===== src/rtl/bps_pkg.sv =====
// ----------------------------------------------------------------------------
// bps_pkg
// shared types and constants of the bilinear pixel sampler
// ----------------------------------------------------------------------------
package bps_pkg;

	localparam int NumChan = 3;
	localparam int ChanW   = 8;
	localparam int FracW   = 8;
	localparam int LaneW   = 16;
	localparam int AccW    = 24;
	localparam int PixW    = NumChan * ChanW;

	localparam int CfgIdxW  = 2;
	localparam int CfgDataW = 10;

	typedef logic [PixW-1:0]                  pixel_t;
	typedef logic [FracW-1:0]                 frac_t;
	typedef logic [NumChan-1:0][LaneW-1:0]    lane_vec_t;
	typedef logic [NumChan-1:0][AccW-1:0]     acc_vec_t;

	typedef enum logic {
		OP_WRITE  = 1'b0,
		OP_SAMPLE = 1'b1
	} op_t;

	localparam logic [CfgIdxW-1:0] REG_IMAGE_WIDTH  = 2'd0;
	localparam logic [CfgIdxW-1:0] REG_IMAGE_HEIGHT = 2'd1;
	localparam logic [CfgIdxW-1:0] REG_IMAGE_VALID  = 2'd2;

	localparam logic [9:0] ImageWidthRst  = 10'd640;
	localparam logic [8:0] ImageHeightRst = 9'd480;

	// red in lane 0, green in lane 1, blue in lane 2
	function automatic lane_vec_t pix_lanes(pixel_t pix);
		lane_vec_t lanes;
		for (int k = 0; k < NumChan; k++) begin
			lanes[k] = LaneW'(pix[PixW-1-ChanW*k -: ChanW]);
		end
		return lanes;
	endfunction

endpackage


===== src/rtl/bps_lerp.sv =====
// ----------------------------------------------------------------------------
// bps_lerp
// three-lane weighted blend a*(256-f) + b*f with registered result
// ----------------------------------------------------------------------------
module bps_lerp (
	input  logic               clk,
	input  bps_pkg::lane_vec_t a,
	input  bps_pkg::lane_vec_t b,
	input  bps_pkg::frac_t     f,
	output bps_pkg::acc_vec_t  acc_q
);
	import bps_pkg::*;

	localparam int WgtW  = FracW + 1;
	localparam int ProdW = LaneW + WgtW;

	logic [WgtW-1:0]  wa;
	logic [WgtW-1:0]  wb;
	logic [NumChan-1:0][ProdW-1:0] pa;
	logic [NumChan-1:0][ProdW-1:0] pb;
	acc_vec_t         acc_d;

	always_comb begin
		wb = WgtW'(f);
		wa = WgtW'(1 << FracW) - wb;
		for (int k = 0; k < NumChan; k++) begin
			pa[k]    = ProdW'(a[k]) * ProdW'(wa);
			pb[k]    = ProdW'(b[k]) * ProdW'(wb);
			acc_d[k] = AccW'(pa[k] + pb[k]);
		end
	end

	always_ff @(posedge clk) begin
		acc_q <= acc_d;
	end

endmodule


===== config.mk =====
export PLATFORM = sky130hd
export DESIGN_NAME = bps_lerp
export DESIGN_NICKNAME = d
export VERILOG_FILES = /design/src/rtl/bps_pkg.sv /design/src/rtl/bps_lerp.sv
export SDC_FILE = /design/constraint.sdc
export NUM_CORES = 2
export LEC_CHECK = 0
export ABC_AREA = 1
export BUFFER_PORTS_ARGS = -buffer_cell sky130_fd_sc_hd__clkbuf_2
export CAP_MARGIN = 20
export CORE_ASPECT_RATIO = 1.4
export CORE_UTILIZATION = 41
export CTS_CLUSTER_SIZE = 25
export DETAILED_ROUTE_END_ITERATION = 8
export SYNTH_ARGS = -nofsm -noshare
export SYNTH_HDL_FRONTEND = slang
export SYNTH_SLANG_ARGS = --single-unit

===== constraint.sdc =====
create_clock -name clk -period 11.7 [get_ports clk]
set_input_delay 1.17 -clock clk [delete_from_list [all_inputs] [get_ports clk]]
set_output_delay 1.17 -clock clk [all_outputs]
set_load 0.01 [all_outputs]

==> summary.txt <==
Synth
  – Simple-Gate Fraction of Synth Area: 0.185
  – Synth unique cells: 34
  – Net Count, Synth: 4827
  – Total of flip-flops plus latches after synthesis: 72
  – Commonest register cell after synthesis: dfxtp_1
  – Multiplexer fraction of the synthesized cell area: 0
  – Cell type contributing the most total cell area after synthesis: fa_1
  – Area share of fa/ha/maj cells after synthesis: 0.553
  – Synth top area cells: fa_1 45%, inv_1 16%, nand2_1 12%
  – Compound-Gate Fraction of Synth Area: 0.0183
  – Commonest cells in the synthesized netlist: 1237 x inv_1, 965 x nand2_1, 663 x fa_1, 229 x ha_1, 227 x nor2_1
  – Average cell area after synthesis: approximately 7.6 um2
  – Post-synthesis sequential area ratio: 0.0494
  – Synthesized instance count: approximately 3800
  – Total of warnings raised by yosys: 0
  – EDFF count, synth: 0
  – Fraction of registers with async set/reset: 0
  – Mapped Area: slightly below 30000 um2
  – Count leader, synth: inv_1
  – Synth top area share: 0.454
  – Combinational family with the most area after synthesis: adder cells
  – XOR/XNOR Fraction of Synth Area: 0.0133

Clocking
  – CTS tree: yes
  – Clock tree buffer depth: 2
  – Clock buffers created by TritonCTS: 9
  – CTS sink cnt: 72
  – Post-cts hold buffer count: 0
  – Root buffer selected by CTS: clkbuf_16
  – Cells resized by post-CTS repair: 0
  – H-tree levels: 3
  – Clock slew at reported path FFs: around 0.080 ns
  – Count of buffers added by post-CTS timing repair for setup: 0

Timing
  – Max transition margin: 0.239
  – Final number of max-transition violations: 0
  – Fmax: 118 MHz
  – RSZ-0062 raised after global routing: no
  – Post-route clock period utilization: 0.721
  – Setup violation total in the final timing report: 0
  – Total Negative Setup Slacks: 0 ns
  – Final worst path period need: 8.44 ns
  – Number of hold-slack violations in the final timing report: 0
  – Slew at the pin closest to its max-slew limit: ~1.1 ns

Floorplan
  – Y dimension of the die: roughly 320 um
  – Starting density of the core: 0.415
  – Number of standard-cell rows in the floorplan: around 120
  – Die Footprint: 72300 um2
  – Number of top-level pins: 177
  – Die width: between 200 and 250 um
  – Placeable core region: 70400 um2

Layout
  – Max reg flops: just over 70
  – Total area of multi-input combinational cells: around 22000 um2
  – Fraction of layout cells with a size suffix above 1: 0.0641
  – Final Net Count: between 4000 and 5000
  – Area growth, synth to finish: 6.30%
  – Fill count: just over 7000
  – Registers with the most flip-flops: acc_q (72)
  – Top reg by flops: acc_q
  – Post-route standard cell area excluding fillers: between 30000 and 40000 um2
  – Area taken by flip-flops and latches: roughly 1400 um2

Route
  – Post-detailed-route wirelength per cell: ~17 um
  – Average vias per placed instance: around 4.8
  – Routed wire length: just over 80000 um
  – Number of antenna-violating nets in the routed design: 0
  – Post-detailed-route DRC marker count: 0
  – Violation count after the first detailed-route iteration: 1185
  – First-pass iteration count of the detailed router: 5
  – Total via count in the routed design: 23164

Worst setup path
  – Element type at the critical path start: input port
  – Critical path arrival: roughly 8.7 ns
  – WS Path Type: in -> reg
  – Kind of end point of the critical path: flop
  – Required time of the critical path: 12.00 ns
  – Worst-path maximum fanout: 52

Global route
  – Wire length of the first global-routing pass: about 130000 um
  – Total global-route track usage: 0.239
  – Via count of the first global-routing pass: about 25000
  – Maximum number of pins on one net before global-route repair: between 50 and 60
  – Initial antenna violation count: 13
  – Overall overflow remaining after global route: 0

Worst hold path
  – Hold/Removal Path Class: in -> reg
  – Hold path startpoint: a[32]
  – Endpoint, Worst Hold: acc_q[48]
  – Worst hold path depth: 4

Placed design
  – Placer's final routability congestion estimate: ~0.92
  – Half-perimeter wire length after detailed placement: roughly 70000 um
  – # port buffers: 176
  – Placed inst area: ~31000 um2

Outcome
  – Run status: finished, final reports clean

Run
  – # Max-Cap Violations: 0
cell usage in the layout, fill, tap and decap left out, types with 3 or more instances in the layout:
| cell type | n |
|---|---|
| a21o_1 | 5 |
| a21oi_1 | 56 |
| and2_1 | 3 |
| buf_4 | 14 |
| clkbuf_16 | 9 |
| clkbuf_2 | 175 |
| dfxtp_1 | 72 |
| diode_2 | 5 |
| fa_1 | 663 |
| ha_1 | 228 |
| inv_1 | 1237 |
| inv_2 | 6 |
| inv_6 | 3 |
| nand2_1 | 964 |
| nand3_1 | 69 |
| nand3b_1 | 5 |
| nand4_1 | 32 |
| nor2_1 | 227 |
| nor2_2 | 29 |
| nor3_1 | 16 |
| o21a_1 | 3 |
| o21ai_0 | 22 |
| o21bai_1 | 8 |
| xnor2_1 | 4 |
| xor2_1 | 34 |
routing by layer:
metal  vias to the layer above  global-route usage  wire [um]
met2                       554               0.446      44400
met3                       170              0.0340       3650
li1                      10778                   -          -
met5                         -                   0        104
met1                     11646               0.265      30000
met4                        16               0.104       3440
area by class of cell:
cell class / count / area share
multi-input cells: 2382 / 0.724
inverters: 1243 / 0.150
flip-flops and latches: 72 / 0.0464
well taps: 936 / 0.0377
repair buffers: 189 / 0.0316
clock buffers: 9 / 0.00725
clock inverters: 7 / 0.00250
diodes: 5 / 0.000403
cell families (layout without fill, tap and decap cells):
kind of cell,after synthesis,after routing
buf+inv,1376,1448
simple gates,1353,1353
fa+ha+maj,892,892
compound gates,97,97
flops,72,72
xor+xnor,40,40
other cells,0,5
stage by stage:
step	worst slack, ns	utilization	hold slack (ns)	cells
after floorplan	4.49	-	1.38	3830
after global placement	2.93	0.437	1.56	4822
after detailed placement	2.95	0.437	1.56	4822
after CTS	3.36	0.441	1.21	4838
after global routing	2.87	0.441	1.23	4842
final	3.26	0.441	1.23	4843
worst max-delay path, cell delays in order:
cell      delay (ns)
clkbuf_2        0.09
buf_4           0.31
nor2_2          0.23
nand3_1         0.14
nor2_4          0.20
nand3_1         0.67
inv_2           0.92
nand2_1         0.22
fa_1            0.59
inv_1           0.06
fa_1            0.48
fa_1            0.60
fa_1            0.46
fa_1            0.50
inv_1           0.05
fa_1            0.48
inv_1           0.05
ha_1            0.37
nand2_1         0.10
inv_1           0.11
nand2_1         0.11
nor3_1          0.36
nand4_1         0.23
nand4_1         0.14
nand2_1         0.06
how the worst max path moves through the flow:
stage	start	to	slack, ns	cells past startpoint
5_1_grt	f[5]	acc_q[45]	2.87	25
6_report	f[4]	acc_q[45]	3.26	25
3_3_place_gp	f[5]	acc_q[69]	2.93	24
3_5_place_dp	f[1]	acc_q[23]	2.95	28
2_1_floorplan	f[1]	acc_q[63]	4.49	28
4_1_cts	f[5]	acc_q[69]	3.36	24
Power is not shown: default switching activity piles up to over one toggle a cycle in this logic, so the estimate is an artifact.
